[src/hdl/laser_scan_box_filter_core_macros.svh]
// Assertion macros shared by the box filter RTL.
// Expects clk and arst_n in the scope of every use.
`ifndef LASER_SCAN_BOX_FILTER_CORE_MACROS_SVH
`define LASER_SCAN_BOX_FILTER_CORE_MACROS_SVH
`ifndef SYNTHESIS
// condition must hold at every clock edge out of reset
`define LSBF_ASSERT_NOW(lbl, cond, msg) \
	lbl: assert property (@(posedge clk) disable iff (!arst_n) (cond)) else $error(msg);
// consequent must hold in the cycle after the antecedent
`define LSBF_ASSERT_NEXT(lbl, ante, cons, msg) \
	lbl: assert property (@(posedge clk) disable iff (!arst_n) (ante) |=> (cons)) \
		else $error(msg);
`else
`define LSBF_ASSERT_NOW(lbl, cond, msg)
`define LSBF_ASSERT_NEXT(lbl, ante, cons, msg)
`endif
`endif

[src/hdl/lsbf_pkg.sv]
// Shared widths, types, constants and the CORDIC angle table of the box filter.
// No dependencies.
package lsbf_pkg;

	localparam int IDX_W     = 12;
	localparam int RNG_W     = 16;
	localparam int ANG_W     = 16;
	localparam int BOX_W     = 17;
	localparam int CFG_W     = 17;
	localparam int FRAC_BITS = 30;
	localparam int PHASE_W   = 32;
	localparam int MAG_W     = RNG_W + FRAC_BITS;
	localparam int XW        = 48;
	localparam int ZW        = 34;
	localparam int NROT      = 24;

	localparam logic [FRAC_BITS-1:0] GAIN_Q30 = 30'd652032874;

	// atan(2^-i) in units of 2^32 per turn
	localparam logic signed [ZW-1:0] ATAN_TAB [NROT] = '{
		34'sd536870912, 34'sd316933406, 34'sd167458908, 34'sd85004756,
		34'sd42667331,  34'sd21354465,  34'sd10679839,  34'sd5340245,
		34'sd2670163,   34'sd1335088,   34'sd667544,    34'sd333772,
		34'sd166886,    34'sd83443,     34'sd41722,     34'sd20861,
		34'sd10430,     34'sd5215,      34'sd2608,      34'sd1304,
		34'sd652,       34'sd326,       34'sd163,       34'sd81
	};

	// configuration register indexes
	localparam logic [2:0] CFG_MIN_RANGE = 3'd0;
	localparam logic [2:0] CFG_MAX_RANGE = 3'd1;
	localparam logic [2:0] CFG_START_ANG = 3'd2;
	localparam logic [2:0] CFG_ANG_STEP  = 3'd3;
	localparam logic [2:0] CFG_BOX_XLO   = 3'd4;
	localparam logic [2:0] CFG_BOX_XHI   = 3'd5;
	localparam logic [2:0] CFG_BOX_YLO   = 3'd6;
	localparam logic [2:0] CFG_BOX_YHI   = 3'd7;

	typedef struct packed {
		logic [RNG_W-1:0]        min_range;
		logic [RNG_W-1:0]        max_range;
		logic [ANG_W-1:0]        start_angle;
		logic [ANG_W-1:0]        angle_step;
		logic signed [BOX_W-1:0] box_xlo;
		logic signed [BOX_W-1:0] box_xhi;
		logic signed [BOX_W-1:0] box_ylo;
		logic signed [BOX_W-1:0] box_yhi;
	} cfg_t;

	localparam cfg_t CFG_RESET = '{
		min_range:   16'd0,
		max_range:   16'd65535,
		start_angle: 16'd0,
		angle_step:  16'd16,
		box_xlo:     17'sd0,
		box_xhi:     17'sd0,
		box_ylo:     17'sd0,
		box_yhi:     17'sd0
	};

	// sample fields that ride along the pipeline
	typedef struct packed {
		logic [IDX_W-1:0] beam_index;
		logic [RNG_W-1:0] rng;
		logic             finite;
		logic             check;
	} side_t;

	typedef struct packed {
		side_t                side;
		logic signed [XW-1:0] x;
		logic signed [XW-1:0] y;
		logic signed [ZW-1:0] z;
	} rot_t;

endpackage

[src/hdl/lsbf_front.sv]
// Front end: beam angle, range window check, quadrant fold and gain-scaled start vector.
// Depends on lsbf_pkg and the assertion macro header.
`include "laser_scan_box_filter_core_macros.svh"

module lsbf_front (
	input  logic                        clk,
	input  logic                        arst_n,
	input  lsbf_pkg::cfg_t              cfg,
	input  logic                        in_valid,
	output logic                        in_ready,
	input  logic [lsbf_pkg::IDX_W-1:0]  beam_index,
	input  logic [lsbf_pkg::RNG_W-1:0]  range_in,
	input  logic                        range_in_finite,
	output logic                        out_valid,
	input  logic                        out_ready,
	output lsbf_pkg::rot_t              out_data
);
	import lsbf_pkg::*;

	logic                     vld_s1, vld_s2, vld_s3;
	logic                     en1, en2, en3;
	side_t                    side_s1, side_s2;
	logic [ANG_W-1:0]         angle_s1;
	logic [MAG_W-1:0]         mag_s2;
	logic                     neg_s2;
	logic signed [ZW-1:0]     z_s2;
	rot_t                     rot_s3;

	logic [IDX_W+ANG_W-1:0]   step_prod;
	logic [ANG_W-1:0]         angle_nx;
	logic                     check_nx;
	logic                     neg_nx;
	logic [ANG_W-1:0]         angle_fold;
	logic [PHASE_W-1:0]       phase;
	logic [MAG_W-1:0]         mag_nx;
	logic signed [XW-1:0]     mag_x;

	// a stage loads when it is empty or the stage after it moves
	assign en3      = !vld_s3 || out_ready;
	assign en2      = !vld_s2 || en3;
	assign en1      = !vld_s1 || en2;
	assign in_ready = en1;

	// stage 1: angle wraps modulo one turn
	assign step_prod = beam_index * cfg.angle_step;
	assign angle_nx  = cfg.start_angle + step_prod[ANG_W-1:0];
	assign check_nx  = range_in_finite && (range_in >= cfg.min_range) &&
		(range_in <= cfg.max_range);

	// stage 2: fold second and third quadrant by half a turn
	assign neg_nx     = angle_s1[ANG_W-1] ^ angle_s1[ANG_W-2];
	assign angle_fold = {angle_s1[ANG_W-1] ^ neg_nx, angle_s1[ANG_W-2:0]};
	assign phase      = {angle_fold, {(PHASE_W-ANG_W){1'b0}}};
	assign mag_nx     = side_s1.rng * GAIN_Q30;

	// stage 3: signed start vector
	assign mag_x = {{(XW-MAG_W){1'b0}}, mag_s2};

	always_ff @(posedge clk or negedge arst_n) begin
		if (!arst_n) begin
			vld_s1 <= 1'b0;
			vld_s2 <= 1'b0;
			vld_s3 <= 1'b0;
		end else begin
			if (en1) vld_s1 <= in_valid;
			if (en2) vld_s2 <= vld_s1;
			if (en3) vld_s3 <= vld_s2;
		end
	end

	always_ff @(posedge clk) begin
		if (en1) begin
			side_s1.beam_index <= beam_index;
			side_s1.rng        <= range_in;
			side_s1.finite     <= range_in_finite;
			side_s1.check      <= check_nx;
			angle_s1           <= angle_nx;
		end
		if (en2) begin
			side_s2 <= side_s1;
			mag_s2  <= mag_nx;
			neg_s2  <= neg_nx;
			z_s2    <= {{(ZW-PHASE_W){phase[PHASE_W-1]}}, phase};
		end
		if (en3) begin
			rot_s3.side <= side_s2;
			rot_s3.x    <= neg_s2 ? -mag_x : mag_x;
			rot_s3.y    <= '0;
			rot_s3.z    <= z_s2;
		end
	end

	assign out_valid = vld_s3;
	assign out_data  = rot_s3;

	`LSBF_ASSERT_NOW(a_front_ready_chain, !out_ready || in_ready, "front stalls with sink ready")
	`LSBF_ASSERT_NOW(a_front_fold_range,
		!vld_s3 || ((rot_s3.z >= -(64'sd1 <<< 30)) && (rot_s3.z < (64'sd1 <<< 30))),
		"folded phase outside first and fourth quadrant")

endmodule

[config.mk]
export PLATFORM = sky130hd
export DESIGN_NAME = lsbf_front
export DESIGN_NICKNAME = d
export VERILOG_FILES = /design/src/hdl/lsbf_pkg.sv /design/src/hdl/lsbf_front.sv
export VERILOG_INCLUDE_DIRS = /design/src /design/src/hdl
export SDC_FILE = /design/constraint.sdc
export NUM_CORES = 1
export LEC_CHECK = 0
export BUFFER_PORTS_ARGS = -buffer_cell sky130_fd_sc_hd__buf_2
export CORE_UTILIZATION = 59
export CTS_CLUSTER_DIAMETER = 60
export CTS_CLUSTER_SIZE = 16
export DETAILED_ROUTE_END_ITERATION = 10
export GPL_ROUTABILITY_DRIVEN = 0
export PLACE_DENSITY = 0.89
export SYNTH_ARGS = -nofsm -noshare
export SYNTH_HDL_FRONTEND = slang
export SYNTH_SLANG_ARGS = --single-unit
[constraint.sdc]
create_clock -name clk -period 7.75 [get_ports clk]
set_input_delay 1.1625 -clock clk [delete_from_list [all_inputs] [get_ports clk]]
set_output_delay 1.1625 -clock clk [all_outputs]
set_load 0.005 [all_outputs]
==> flow_summary.json <==
{
  "syn_area_per_cell_sq_um": 11.41,
  "place.port_buffers": 193,
  "post-cts-setup-buffer-count": 0,
  "final_number_of_hold_violating_endpoints": 0,
  "grt_first_pass_wirelength_microns": 72350,
  "clock_transition_time_at_the_flip_flop_clock_pins_of_the_worst_setup_and_hold_paths_ns": 0.07,
  "min_period_ns": 7.002,
  "worst-r2r-cell-count": 20,
  "setup_viol": 0,
  "io-pin-count": 327,
  "synth-async-reset-ratio_pct": 1.299,
  "num-nets-final": 2720,
  "detail_route.vias_per_cell": 5.435,
  "run_status": "completed",
  "via_count": 13730,
  "cts_buffer_depth": 3,
  "slew_headroom_pct": 36.71,
  "first_global_vias": 14520,
  "worstSetupEndpointType": "flip-flop",
  "timing.rr.end": "mag_s2[39]$_DFFE_PP_",
  "dieHeight_microns": 191.9,
  "drtAntennaViolNets": 0,
  "effective_utilization_at_floorplan_pct": 59.84,
  "final_hpwl_dp_microns": 36900,
  "unrepaired_setup_endpoints_after_global_routing": "no",
  "cts_made_buffers": 21,
  "critPathArrivalTime_ns": 7.26,
  "gate_count_of_the_mapped_netlist": 1865,
  "worstPathMaxFanout": 13,
  "worst_clock_skew_ns": 0.01851,
  "final_min_period_over_clock_period_pct": 90.35,
  "drt-initial-drc-count": 855,
  "setup.worst_path.start_class": "flip-flop",
  "post_synth_num_cell_types": 60,
  "hp-class": "input pin to asynchronous set/reset pin",
  "cts_sinks": 231,
  "timing_worst_slew_pin_value_ns": 0.9493,
  "routed_wl_microns": 45320,
  "synth_enable_flop_cells": 228,
  "timing_max_transition_violations_final": 0,
  "antenna_found_initial": 0,
  "reg2reg_from": "side_s1[16]$_DFFE_PP_",
  "cts_tree": "yes",
  "crit_path_category": "flip-flop to flip-flop",
  "required_ns": 8.01,
  "mappedNetlistArea_sq_um": 21280,
  "sequential_element_share_of_the_synthesized_area_pct": 32.52,
  "grt_remaining_overflow": 0,
  "setup.reg_to_reg.worst_slack_ns": 0.75,
  "cts-root-buf": "sky130_fd_sc_hd__clkbuf_16",
  "floorplan.rows": 69,
  "grt.total_usage_pct": 25.52,
  "drive_above_1_share_pct": 12.05,
  "max_clock_freq_mhz": 142.8,
  "grt_max_degree": 72,
  "drv.max_cap_violation_count": 0,
  "post_drt_wl_per_cell_microns": 17.93,
  "post_synth_main_area_contributors": "sky130_fd_sc_hd__edfxtp_1 32%, sky130_fd_sc_hd__fa_1 24%, sky130_fd_sc_hd__ha_1 14%",
  "post-synth-top-area-fraction_pct": 32.17,
  "die_width_microns": 191.9,
  "worstSkewPairLatency_ns": 0.52,
  "cts_resized": 0,
  "die-area_sq_um": 36840,
  "drtPass1Iterations": 7,
  "ys_ff_latch": 231,
  "ctsHtreeMaxLevel": 1,
  "drc": 0,
  "primary_ff_master_synth": "sky130_fd_sc_hd__edfxtp_1",
  "ctsHoldBuffers": 0,
  "post-synth-top-area-cell": "sky130_fd_sc_hd__edfxtp_1",
  "areaGrowthSynthToFinish_pct": 8.847,
  "totalNegativeSetupSlack_ns": 0,
  "number_of_warnings_printed_during_yosys_synthesis": 0,
  "insertedDiodeCount": 0,
  "core-area_sq_um": 35570
}
==> how the worst max path moves through the flow <==
stage / start / end / cells after the start
after floorplan: side_s1[7]$_DFFE_PP_ / mag_s2[44]$_DFFE_PP_ / 22
after global placement: side_s1[7]$_DFFE_PP_ / mag_s2[44]$_DFFE_PP_ / 21
after detailed placement: side_s1[16]$_DFFE_PP_ / mag_s2[39]$_DFFE_PP_ / 20
after CTS: side_s1[16]$_DFFE_PP_ / mag_s2[39]$_DFFE_PP_ / 20
after global routing: side_s1[7]$_DFFE_PP_ / mag_s2[40]$_DFFE_PP_ / 21
final: side_s1[16]$_DFFE_PP_ / mag_s2[39]$_DFFE_PP_ / 20
==> state kept, by name (all words and copies together), names as in the netlist <==
register,cells
z_s2,16
vld_s1,1
neg_s2,1
mag_s2,43
out_valid,1
vld_s2,1
angle_s1,16
out_data,92
side_s1,30
side_s2,30
==> critical path: stages, from the launching register on <==
cell and delay, ns:
sky130_fd_sc_hd__edfxtp_1 0.78, sky130_fd_sc_hd__ha_1 0.43, sky130_fd_sc_hd__fa_1 0.79, sky130_fd_sc_hd__inv_1 0.14
sky130_fd_sc_hd__fa_1 0.56, sky130_fd_sc_hd__inv_1 0.06, sky130_fd_sc_hd__fa_1 0.48, sky130_fd_sc_hd__fa_1 0.53
sky130_fd_sc_hd__inv_1 0.06, sky130_fd_sc_hd__fa_1 0.53, sky130_fd_sc_hd__inv_1 0.04, sky130_fd_sc_hd__ha_1 0.38
sky130_fd_sc_hd__a21oi_1 0.09, sky130_fd_sc_hd__o21ai_0 0.21, sky130_fd_sc_hd__nor2_1 0.07, sky130_fd_sc_hd__and2_1 0.17
sky130_fd_sc_hd__a211oi_1 0.58, sky130_fd_sc_hd__o21ai_0 0.26, sky130_fd_sc_hd__a21oi_1 0.28, sky130_fd_sc_hd__mux2i_1 0.21
sky130_fd_sc_hd__nand2_1 0.06
==> per-layer routing <==
layer / vias to the layer above / GRT usage [%] / part of all wire [%]
met3: 141 / 4.495 / 7.5
met4: 0 / 9.493 / 3.9
met2: 654 / 44.47 / 50
met1: 6631 / 31.67 / 39
met5: - / 0 / 0
li1: 6308 / - / -
==> cells in the final DEF (no fill, tap or decap), types with 21 or more instances in the layout <==
cell,synthesis,final
sky130_fd_sc_hd__inv_1,408,408
sky130_fd_sc_hd__fa_1,259,259
sky130_fd_sc_hd__ha_1,239,239
sky130_fd_sc_hd__edfxtp_1,228,228
sky130_fd_sc_hd__buf_2,0,193
sky130_fd_sc_hd__nand2_1,113,113
sky130_fd_sc_hd__xnor2_1,99,99
sky130_fd_sc_hd__conb_1,1,65
sky130_fd_sc_hd__and2_1,52,52
sky130_fd_sc_hd__a21oi_1,41,41
sky130_fd_sc_hd__o21ai_0,40,40
sky130_fd_sc_hd__nor2_1,37,37
sky130_fd_sc_hd__a21o_1,30,30
sky130_fd_sc_hd__xor2_1,25,25
sky130_fd_sc_hd__clkbuf_16,0,21
==> area by class of cell <==
class	count	area, sq um
clock buffer	21	525.5
tap	461	576.8
clock inverter	11	133.9
timing repair buffer	198	1003
inverter	408	1531
multi-input combinational	1197	12470
sequential	231	6922
fill	2579	12400
==> per-stage QoR <==
step           setup slack [ns]  util (%)  area, sq um  std cells  hold WS, ns
3_5_place_dp             0.7926     63.28        22510       2495       0.4045
5_1_grt                  0.4406     65.13        23170       2527       0.3949
3_3_place_gp              1.124     63.28        22510       2495       0.4011
2_1_floorplan             1.667         -        21520       1929       0.4003
6_report                 0.7480     65.13        23170       2527       0.4179
4_1_cts                  0.7598     65.13        23170       2527       0.3926
==> kinds of logic after synthesis <==
group           count (synthesis)  synth area share, %
xor+xnor                      124                5.103
simple gates                  319                7.760
compound gates                190                6.108
mux                             1              0.04703
flops                         231                32.52
other cells                     1              0.01762
buf+inv                       501                10.03
fa+ha+maj                     498                38.41
==> synthesized netlist by cell type (11+ instances only) <==
cell type,instances
sky130_fd_sc_hd__buf_4,68
sky130_fd_sc_hd__clkbuf_1,24
sky130_fd_sc_hd__and2_1,52
sky130_fd_sc_hd__nand3_1,16
sky130_fd_sc_hd__o21ai_0,40
sky130_fd_sc_hd__a21oi_1,41
sky130_fd_sc_hd__nand2b_1,20
sky130_fd_sc_hd__nand2_1,113
sky130_fd_sc_hd__nor3_1,11
sky130_fd_sc_hd__edfxtp_1,228
sky130_fd_sc_hd__nor2b_1,14
sky130_fd_sc_hd__xnor2_1,99
sky130_fd_sc_hd__a21o_1,30
sky130_fd_sc_hd__nor2_1,37
sky130_fd_sc_hd__o31ai_1,11
sky130_fd_sc_hd__fa_1,259
sky130_fd_sc_hd__inv_1,408
sky130_fd_sc_hd__ha_1,239
sky130_fd_sc_hd__xor2_1,25
sky130_fd_sc_hd__o21a_1,11
Power is left out: the tool's default activity adds up to more than one toggle a clock period on the data nets, which glitch-free logic cannot reach.
