File: src/hdl/laser_scan_box_filter_core_macros.svh
// Assertion macros shared by the box filter RTL.
// Expects clk and arst_n in the scope of every use.
`ifndef LASER_SCAN_BOX_FILTER_CORE_MACROS_SVH
`define LASER_SCAN_BOX_FILTER_CORE_MACROS_SVH
`ifndef SYNTHESIS
// condition must hold at every clock edge out of reset
`define LSBF_ASSERT_NOW(lbl, cond, msg) \
	lbl: assert property (@(posedge clk) disable iff (!arst_n) (cond)) else $error(msg);
// consequent must hold in the cycle after the antecedent
`define LSBF_ASSERT_NEXT(lbl, ante, cons, msg) \
	lbl: assert property (@(posedge clk) disable iff (!arst_n) (ante) |=> (cons)) \
		else $error(msg);
`else
`define LSBF_ASSERT_NOW(lbl, cond, msg)
`define LSBF_ASSERT_NEXT(lbl, ante, cons, msg)
`endif
`endif

File: src/hdl/lsbf_pkg.sv
// Shared widths, types, constants and the CORDIC angle table of the box filter.
// No dependencies.
package lsbf_pkg;

	localparam int IDX_W     = 12;
	localparam int RNG_W     = 16;
	localparam int ANG_W     = 16;
	localparam int BOX_W     = 17;
	localparam int CFG_W     = 17;
	localparam int FRAC_BITS = 30;
	localparam int PHASE_W   = 32;
	localparam int MAG_W     = RNG_W + FRAC_BITS;
	localparam int XW        = 48;
	localparam int ZW        = 34;
	localparam int NROT      = 24;

	localparam logic [FRAC_BITS-1:0] GAIN_Q30 = 30'd652032874;

	// atan(2^-i) in units of 2^32 per turn
	localparam logic signed [ZW-1:0] ATAN_TAB [NROT] = '{
		34'sd536870912, 34'sd316933406, 34'sd167458908, 34'sd85004756,
		34'sd42667331,  34'sd21354465,  34'sd10679839,  34'sd5340245,
		34'sd2670163,   34'sd1335088,   34'sd667544,    34'sd333772,
		34'sd166886,    34'sd83443,     34'sd41722,     34'sd20861,
		34'sd10430,     34'sd5215,      34'sd2608,      34'sd1304,
		34'sd652,       34'sd326,       34'sd163,       34'sd81
	};

	// configuration register indexes
	localparam logic [2:0] CFG_MIN_RANGE = 3'd0;
	localparam logic [2:0] CFG_MAX_RANGE = 3'd1;
	localparam logic [2:0] CFG_START_ANG = 3'd2;
	localparam logic [2:0] CFG_ANG_STEP  = 3'd3;
	localparam logic [2:0] CFG_BOX_XLO   = 3'd4;
	localparam logic [2:0] CFG_BOX_XHI   = 3'd5;
	localparam logic [2:0] CFG_BOX_YLO   = 3'd6;
	localparam logic [2:0] CFG_BOX_YHI   = 3'd7;

	typedef struct packed {
		logic [RNG_W-1:0]        min_range;
		logic [RNG_W-1:0]        max_range;
		logic [ANG_W-1:0]        start_angle;
		logic [ANG_W-1:0]        angle_step;
		logic signed [BOX_W-1:0] box_xlo;
		logic signed [BOX_W-1:0] box_xhi;
		logic signed [BOX_W-1:0] box_ylo;
		logic signed [BOX_W-1:0] box_yhi;
	} cfg_t;

	localparam cfg_t CFG_RESET = '{
		min_range:   16'd0,
		max_range:   16'd65535,
		start_angle: 16'd0,
		angle_step:  16'd16,
		box_xlo:     17'sd0,
		box_xhi:     17'sd0,
		box_ylo:     17'sd0,
		box_yhi:     17'sd0
	};

	// sample fields that ride along the pipeline
	typedef struct packed {
		logic [IDX_W-1:0] beam_index;
		logic [RNG_W-1:0] rng;
		logic             finite;
		logic             check;
	} side_t;

	typedef struct packed {
		side_t                side;
		logic signed [XW-1:0] x;
		logic signed [XW-1:0] y;
		logic signed [ZW-1:0] z;
	} rot_t;

endpackage

File: src/hdl/lsbf_box.sv
// Box test: compares the rotated point with the scaled box bounds and sets the finite flag.
// Depends on lsbf_pkg and the assertion macro header.
`include "laser_scan_box_filter_core_macros.svh"

module lsbf_box (
	input  logic                        clk,
	input  logic                        arst_n,
	input  lsbf_pkg::cfg_t              cfg,
	input  logic                        in_valid,
	output logic                        in_ready,
	input  lsbf_pkg::rot_t              in_data,
	output logic                        out_valid,
	input  logic                        out_ready,
	output logic [lsbf_pkg::IDX_W-1:0]  beam_index_out,
	output logic [lsbf_pkg::RNG_W-1:0]  range_out,
	output logic                        range_out_finite
);
	import lsbf_pkg::*;

	logic                 vld_s1, vld_s2;
	logic                 en1, en2;
	side_t                side_s1, side_s2;
	logic                 in_box_s1;
	logic                 keep_s2;
	logic signed [XW-1:0] xlo, xhi, ylo, yhi;
	logic                 in_box_nx;

	// bounds in Q30 millimetres
	assign xlo = {{(XW-BOX_W-FRAC_BITS){cfg.box_xlo[BOX_W-1]}}, cfg.box_xlo,
		{FRAC_BITS{1'b0}}};
	assign xhi = {{(XW-BOX_W-FRAC_BITS){cfg.box_xhi[BOX_W-1]}}, cfg.box_xhi,
		{FRAC_BITS{1'b0}}};
	assign ylo = {{(XW-BOX_W-FRAC_BITS){cfg.box_ylo[BOX_W-1]}}, cfg.box_ylo,
		{FRAC_BITS{1'b0}}};
	assign yhi = {{(XW-BOX_W-FRAC_BITS){cfg.box_yhi[BOX_W-1]}}, cfg.box_yhi,
		{FRAC_BITS{1'b0}}};

	assign in_box_nx = (in_data.x >= xlo) && (in_data.x <= xhi) &&
		(in_data.y >= ylo) && (in_data.y <= yhi);

	assign en2      = !vld_s2 || out_ready;
	assign en1      = !vld_s1 || en2;
	assign in_ready = en1;

	always_ff @(posedge clk or negedge arst_n) begin
		if (!arst_n) begin
			vld_s1 <= 1'b0;
			vld_s2 <= 1'b0;
		end else begin
			if (en1) vld_s1 <= in_valid;
			if (en2) vld_s2 <= vld_s1;
		end
	end

	always_ff @(posedge clk) begin
		if (en1) begin
			side_s1   <= in_data.side;
			in_box_s1 <= in_box_nx;
		end
		if (en2) begin
			side_s2 <= side_s1;
			// drop only samples inside the range window that land in the box
			keep_s2 <= side_s1.finite && !(side_s1.check && in_box_s1);
		end
	end

	assign out_valid        = vld_s2;
	assign beam_index_out   = side_s2.beam_index;
	assign range_out        = side_s2.rng;
	assign range_out_finite = keep_s2;

	`LSBF_ASSERT_NOW(a_box_unchecked_pass,
		!vld_s2 || side_s2.check || (keep_s2 == side_s2.finite),
		"sample outside range window was altered")

endmodule

File: config.mk
export PLATFORM = sky130hd
export DESIGN_NAME = lsbf_box
export DESIGN_NICKNAME = d
export VERILOG_FILES = /design/src/hdl/lsbf_pkg.sv /design/src/hdl/lsbf_box.sv
export VERILOG_INCLUDE_DIRS = /design/src /design/src/hdl
export SDC_FILE = /design/constraint.sdc
export NUM_CORES = 1
export LEC_CHECK = 0
export BUFFER_PORTS_ARGS = -buffer_cell sky130_fd_sc_hd__buf_2
export CORE_AREA = 2 2 127 129
export DETAILED_ROUTE_END_ITERATION = 8
export DIE_AREA = 0 0 129 131
export GPL_TIMING_DRIVEN = 0
export PLACE_DENSITY = 0.63
export REMOVE_ABC_BUFFERS = 1
export SKIP_CTS_REPAIR_TIMING = 1
export SLEW_MARGIN = 20
export SYNTH_ARGS = -nofsm -noshare
export SYNTH_HDL_FRONTEND = slang
export SYNTH_SLANG_ARGS = --single-unit
File: constraint.sdc
create_clock -name clk -period 2.1 [get_ports clk]
set_input_delay 0.42 -clock clk [delete_from_list [all_inputs] [get_ports clk]]
set_output_delay 0.42 -clock clk [all_outputs]
set_load 0.02 [all_outputs]
==> summary.md, run 1 <==
| Metric | Value |
|---|---|
| CP max-delay cell | `a311o_1` |
| Max incr delay on CP | `0.32 ns` |
| Hold_ws | `0.273 ns` |
| DP Wirelength | `9720 um` |
| CP Max Fanout | `3` |
| Global-route wire length before repair | `16300 um` |
| Warnings, synthesis | `0` |
| Crit-path cells | `buf_2 -> inv_1 -> ha_1 -> a21oi_2 -> a21boi_2 -> a311o_1 -> a211oi_2 -> mux2i_2 -> nor4_2` |
| Worst skew pair latency | `0.32 ns` |
| Cells after Synth | `344` |
| Drt drc | `0` |
| Die W | `129 um` |
| LEAKAGE | `2.97 nW` |
| Slew Limit Fails | `0` |
| Worst path bufs/invs | `2` |
| Fillers | `1571` |
| Synthesis-to-finish area growth | `49.7%` |
| First drt pass iteration count | `4` |
| Clock-pin slew on the worst setup and hold paths | `0.05 ns` |
| Final hold violation count | `0` |
| Family with the most delay on the worst path | `compound AO/OA/AOI/OAI gates` |
| FP Rows | `46` |
| Status | `completed` |
| Clock buffer depth | `2` |
| GPL Wtd Cong | `0.845` |
| Post-DR vias/cell | `4.36` |
| Post-route minimum period | `2.01 ns` |
| Port Buf Inserts | `228` |
| Highest clock rate | `497 MHz` |
| GRT overflow | `0` |
| Global-route usage over all layers | `12.8%` |
| HP Class | `input pin to register` |
| Ys flop type | `edfxtp_1` |
| Power Dens Cells | `661 mW/mm2` |
| Worst slew margin | `52.7%` |
| DRT Wirelength | `11200 um` |
| Asr flop ratio synth | `3.23%` |
| Largest net degree at the start of global routing | `31` |
| Layout cells sized above 1 | `45.5%` |
| Initial antenna violation count | `6` |
| Startpoint types | `input pin` |
| Max Cap Violations | `0` |
| Syn_area_per_cell | `11.4 um2` |
| Unique cell type count in the Yosys netlist | `38` |
| CP required | `2.16 ns` |
| Htree depth | `3` |
| CTS Buf Count | `9` |
| Worst IR drop on VDD | `0.000461 V` |
| I/O pin count | `327` |
| Vias | `3537` |
| Detail Route Antenna Nets | `0` |
| Initial Util | `25.1%` |
| Post-synth EDFFs | `60` |
| Overall power | `3.87 mW` |
| FF+latch count, synth | `62` |
| Cell Area, Synth | `0.00391 mm2` |
| WP data arrival | `2.07 ns` |
| Sequential area share after synthesis | `47.3%` |
| CTS sink cnt | `62` |
| Least-Margin Pin Slew | `0.710 ns` |
| Drt first-iter violations | `92` |
| Max Clock Skew | `0.00428 ns` |
| Kind of critical path | `input pin to register` |
| Root Driver | `clkbuf_16` |
| Post-layout nets | `956` |
| Worst setup EP type | `register` |
| Routed length per instance | `13.8 um` |
| CTS tree | `done` |
| Number of global-route vias before repair | `3397` |
| Die H | `131 um` |
| Fin crit share | `95.7%` |
| Die area | `0.0169 mm2` |
| Core Region | `0.0156 mm2` |
| Setup Viol. Count Final | `0` |
==> where the power goes <==
| part | switching (mW) | internal [mW] |
|---|---|---|
| combinational | 0.389 | 0.356 |
| sequential | 0.0236 | 1.49 |
| clock | 0.470 | 1.15 |
| total | 0.883 | 2.99 |
==> registers in the layout (all words and copies together), names as in the netlist <==
signal and flops:
beam_index_out 12, in_box_s1 1, out_valid 1, range_out 16, range_out_finite 1, side_s1 30
vld_s1 1
==> layer usage <==
layer	wire [um]	up-vias	global-route usage (%)
met5	23	-	0
met4	189	4	3.77
met3	1380	22	5.70
met2	5100	187	22.6
met1	4490	1555	14.1
li1	-	1769	-
==> worst paths after layout <==
| kind | from | slack [ns] | depth (start not counted) | endpoint |
|---|---|---|---|---|
| min in group asynchronous | arst_n | 0.42 | 2 | vld_s1$_DFFE_PN0P_ |
| setup reg to reg | out_valid$_DFFE_PN0P_ | 0.77 | 3 | side_s1[26]$_DFFE_PP_ |
| setup / recovery | cfg[67] | 0.09 | 9 | in_box_s1$_DFFE_PP_ |
| max in group asynchronous | arst_n | 1.58 | 2 | out_valid$_DFFE_PN0P_ |
| hold reg to reg | side_s1[21]$_DFFE_PP_ | 0.41 | 0 | beam_index_out[3]$_DFFE_PP_ |
| hold / removal | in_data[140] | 0.27 | 1 | side_s1[10]$_DFFE_PP_ |
==> cell type report <==
cell class / count / area [um2] / share of cell area [%]
multi-input cells: 211 / 1950 / 33.2
flip-flops and latches: 62 / 1850 / 31.6
repair buffers: 233 / 1190 / 20.3
well taps: 216 / 270 / 4.61
inverters: 71 / 267 / 4.55
clock buffers: 11 / 233 / 3.97
clock inverters: 5 / 97.6 / 1.67
diodes: 2 / 5.00 / 0.0854
==> cell usage after synthesis, types with 4 or more instances <==
cell / instances / share of area [%]
nor2_1: 7 / 0.67
nand4_1: 17 / 2.7
a21o_1: 20 / 3.8
edfxtp_1: 60 / 46
nand2_1: 9 / 0.86
nand3_1: 6 / 0.77
and4_1: 4 / 0.90
nand2b_1: 5 / 0.80
a211oi_1: 4 / 0.77
ha_1: 72 / 23
o21ai_0: 5 / 0.64
a21oi_1: 18 / 2.3
inv_1: 71 / 6.8
nor4_1: 15 / 2.4
==> cells in the final DEF (no fill, tap or decap), types with 3 or more instances in the layout <==
| cell type | synthesis | layout |
|---|---|---|
| a211oi_1 | 4 | 3 |
| a21o_1 | 20 | 20 |
| a21oi_1 | 18 | 16 |
| and4_1 | 4 | 4 |
| buf_2 | 0 | 228 |
| bufinv_16 | 0 | 3 |
| clkbuf_16 | 0 | 9 |
| edfxtp_1 | 60 | 60 |
| ha_1 | 72 | 64 |
| ha_4 | 0 | 8 |
| inv_1 | 71 | 70 |
| nand2_1 | 9 | 9 |
| nand2b_1 | 5 | 4 |
| nand3_1 | 6 | 6 |
| nand4_1 | 17 | 17 |
| nor2_1 | 7 | 6 |
| nor4_1 | 15 | 14 |
| o21ai_0 | 5 | 4 |
==> logic make-up after synthesis <==
| kind of cell | count (synthesis) | synth area share [%] |
|---|---|---|
| mux | 1 | 0.256 |
| compound gates | 62 | 10.9 |
| buf+inv | 71 | 6.81 |
| simple gates | 76 | 11.7 |
| fa+ha+maj | 72 | 23.0 |
| flops | 62 | 47.3 |
==> per-stage QoR <==
step | TNS [ns] | cells | util, % | instance area, um2 | worst slack (ns)
finish | 0 | 811 | 37.6 | 5860 | 0.0894
global route | -0.0132 | 809 | 37.5 | 5850 | -0.0132
CTS | -0.113 | 806 | 36.4 | 5680 | -0.113
detailed placement | -0.460 | 790 | 34.3 | 5350 | -0.460
global placement | -9.39 | 788 | 34.1 | 5320 | -0.530
floorplan | -0.0316 | 344 | - | 3910 | -0.0316
Note: power is estimated with default switching activity, not from simulation.
==> run 2, diff against run 1 <==
CORE_AREA = 2 2 126 128   (was 2 2 127 129)
DIE_AREA = 0 0 128 130   (was 0 0 129 131)
PLACE_DENSITY = 0.65   (was 0.63)
clock period = 1.8 ns   (was 2.1 ns; I/O delays follow)
==> run 2 against run 1 <==
  * The flow now finishes with violations (setup timing)
  * Die area down 1.5%
  * Power rose by 9.7%
  * First-iteration DRC count up 14%
  * Core utilization rose by 0.52 points
  * Combinational power rose by 19%
  * Non-clock buffer count rose by 8
  * Sequential share of layout area is 0.081 points lower
  * Cell area grew 0.26%
==> summary.md, run 2 (synthesized netlist as in run 1, its figures left out) <==
| Metric | Value |
|---|---|
| Status | `finished with violations (was completed)` |
| Violated checks | `setup timing` |
| CTS sink cnt | `62 (unchanged)` |
| I/O pin count | `327 (unchanged)` |
| Setup Viol. Count Final | `1 (was 0)` |
| Drt first-iter violations | `105 (was 92)` |
| DP Wirelength | `9100 um (was 9720 um)` |
| Max incr delay on CP | `0.31 ns (was 0.32 ns)` |
| Max reg flops | `30 (unchanged)` |
| Root Driver | `clkbuf_16 (unchanged)` |
| Crit-path cells | `buf_2 -> ha_4 -> and4_4 -> and2_4 -> a311o_1 -> a211oi_2 -> mux2i_1 -> nor4_2 (was buf_2 -> inv_1 -> ha_1 -> a21oi_2 -> a21boi_2 -> a311o_1 -> a211oi_2 -> mux2i_2 -> nor4_2)` |
| Initial Util | `25.4% (was 25.1%)` |
| Fillers | `1531 (was 1571)` |
| LEAKAGE | `2.98 nW (was 2.97 nW)` |
| Drt drc | `0 (unchanged)` |
| Max Clock Skew | `0.00725 ns (was 0.00428 ns)` |
| Worst setup EP type | `register (unchanged)` |
| Most flops, register | `side_s1 (unchanged)` |
| Post-Route Utilization | `38.1% (was 37.6%)` |
| Highest clock rate | `516 MHz` |
| Htree depth | `3 (unchanged)` |
| DRT Wirelength | `10600 um (was 11200 um)` |
| Layout cells sized above 1 | `47.8% (was 45.5%)` |
| Cell Count, Final, Fillers Out | `794 (was 811)` |
| Finished Cell Area | `0.00587 mm2 (was 0.00586 mm2)` |
| First drt pass iteration count | `4 (unchanged)` |
| Placed insts | `766 (was 790)` |
| Largest net degree at the start of global routing | `31 (unchanged)` |
| Synthesis-to-finish area growth | `50.1% (was 49.7%)` |
| FP Rows | `46 (unchanged)` |
| Global-route usage over all layers | `11.8% (was 12.8%)` |
| Core Region | `0.0154 mm2 (was 0.0156 mm2)` |
| Slew Limit Fails | `0 (unchanged)` |
| Port Buf Inserts | `228 (unchanged)` |
| Worst skew pair latency | `0.32 ns (about the same)` |
| Max Cap Violations | `0 (unchanged)` |
| Post-place setup slack | `-0.649 ns (was -0.460 ns)` |
| Startpoint types | `input pin (unchanged)` |
| Global-route wire length before repair | `15200 um (was 16300 um)` |
| CP max-delay cell | `a311o_1 (unchanged)` |
| Clock-pin slew on the worst setup and hold paths | `0.05 ns (about the same)` |
| FF-to-FF setup slack | `0.49 ns (was 0.77 ns)` |
| Detail Route Antenna Nets | `0 (unchanged)` |
| Worst slew margin | `52.0% (was 52.7%)` |
| Vias | `3521 (was 3537)` |
| HP Class | `input pin to register (unchanged)` |
| Clock buffer depth | `2 (unchanged)` |
| Die H | `130 um (was 131 um)` |
| Initial antenna violation count | `2 (was 6)` |
| WP data arrival | `1.99 ns (was 2.07 ns)` |
| Power Dens Cells | `724 mW/mm2 (was 661 mW/mm2)` |
| Number of global-route vias before repair | `3281 (was 3397)` |
| Dpl cell area | `0.00532 mm2 (was 0.00535 mm2)` |
| CTS Buf Count | `9 (unchanged)` |
| CP Max Fanout | `2 (was 3)` |
| Die W | `128 um (was 129 um)` |
| GPL Wtd Cong | `0.825 (was 0.845)` |
| Final WS setup | `-0.140 ns (was 0.0894 ns)` |
| CTS tree | `done (unchanged)` |
| Post-route minimum period | `1.94 ns` |
| GRT overflow | `0 (unchanged)` |
| CP required | `1.85 ns (was 2.16 ns)` |
| Worst IR drop on VDD | `0.000446 V (was 0.000461 V)` |
| Kind of critical path | `input pin to register (unchanged)` |
| Post-DR vias/cell | `4.43 (was 4.36)` |
| Die area | `0.0166 mm2 (was 0.0169 mm2)` |
| Post-layout nets | `964 (was 956)` |
| Most frequent cells in the layout | `buf_2 (227), inv_1 (63), ha_1 (61), edfxtp_1 (60), a21o_1 (20) (was buf_2 (228), inv_1 (70), ha_1 (64), edfxtp_1 (60), a21o_1 (20))` |
| Unrepaired setup endpoints after global routing | `true` |
| Least-Margin Pin Slew | `0.720 ns (was 0.710 ns)` |
| Routed length per instance | `13.3 um (was 13.8 um)` |
| Most common cell after layout, fill and taps aside | `buf_2 (unchanged)` |
| Final hold violation count | `0 (unchanged)` |
| Fin crit share | `108%` |
run 2: cell count changes in the layout (fill, tap and decap cells not counted), sizes merged:
cell	previous run	this run
diode	2	1
clkinv	2	3
bufinv	3	1
buf	232	240
clkinvlp	0	1
run 2: where the power goes:
part / internal, mW / total [mW] / switching [mW]
logic: 0.432 / 0.890 / 0.458
clock network: 1.06 / 1.60 / 0.543
registers: 1.74 / 1.76 / 0.0273
run 2: worst max-delay path: cells and delay by family:
kind | cells | cell delay (ns)
simple gates | 3 | 0.43
buf+inv | 1 | 0.12
fa+ha+maj | 1 | 0.23
compound gates | 2 | 0.54
mux | 1 | 0.30
run 2: final cells by class:
type                            instances  area, um2  area share (%)
Multi-Input combinational cell        211       1980            33.7
Timing Repair Buffer                  241       1250            21.2
Clock inverter                          5       50.0           0.852
Antenna cell                            1       2.50          0.0426
Inverter                               71        267            4.54
Sequential cell                        62       1850            31.5
Tap cell                              192        240            4.09
Clock buffer                           11        233            3.96
run 2: worst paths after layout:
| kind | start | end | cells past startpoint |
|---|---|---|---|
| worst min-delay path | in_data[136] | side_s1[6]$_DFFE_PP_ | 1 |
| min in group asynchronous | arst_n | vld_s1$_DFFE_PN0P_ | 2 |
| worst max register to register | out_valid$_DFFE_PN0P_ | range_out_finite$_DFFE_PP_ | 1 |
| worst min register to register | side_s1[10]$_DFFE_PP_ | range_out[8]$_DFFE_PP_ | 0 |
| max in group asynchronous | arst_n | out_valid$_DFFE_PN0P_ | 2 |
| worst max-delay path | in_data[115] | in_box_s1$_DFFE_PP_ | 8 |
run 2: stage by stage:
step / hold WS (ns) / total power [mW] / setup TNS (ns)
floorplan: 0.0644 / 2.22 / -5.87
global route: 0.202 / 4.49 / -0.298
finish: 0.214 / 4.25 / -0.140
CTS: -0.197 / 4.23 / -0.604
detailed placement: 0.149 / 2.61 / -0.695
global placement: 0.150 / 2.59 / -19.89
run 2: metal layers:
metal / track usage, % / share of wire (%) / vias to the layer above
li1: - / - / 1788
met1: 13.9 / 41 / 1538
met2: 20.0 / 47 / 178
met3: 4.18 / 9.9 / 15
met4: 4.40 / 1.7 / 2
met5: 0 / 0.12 / -
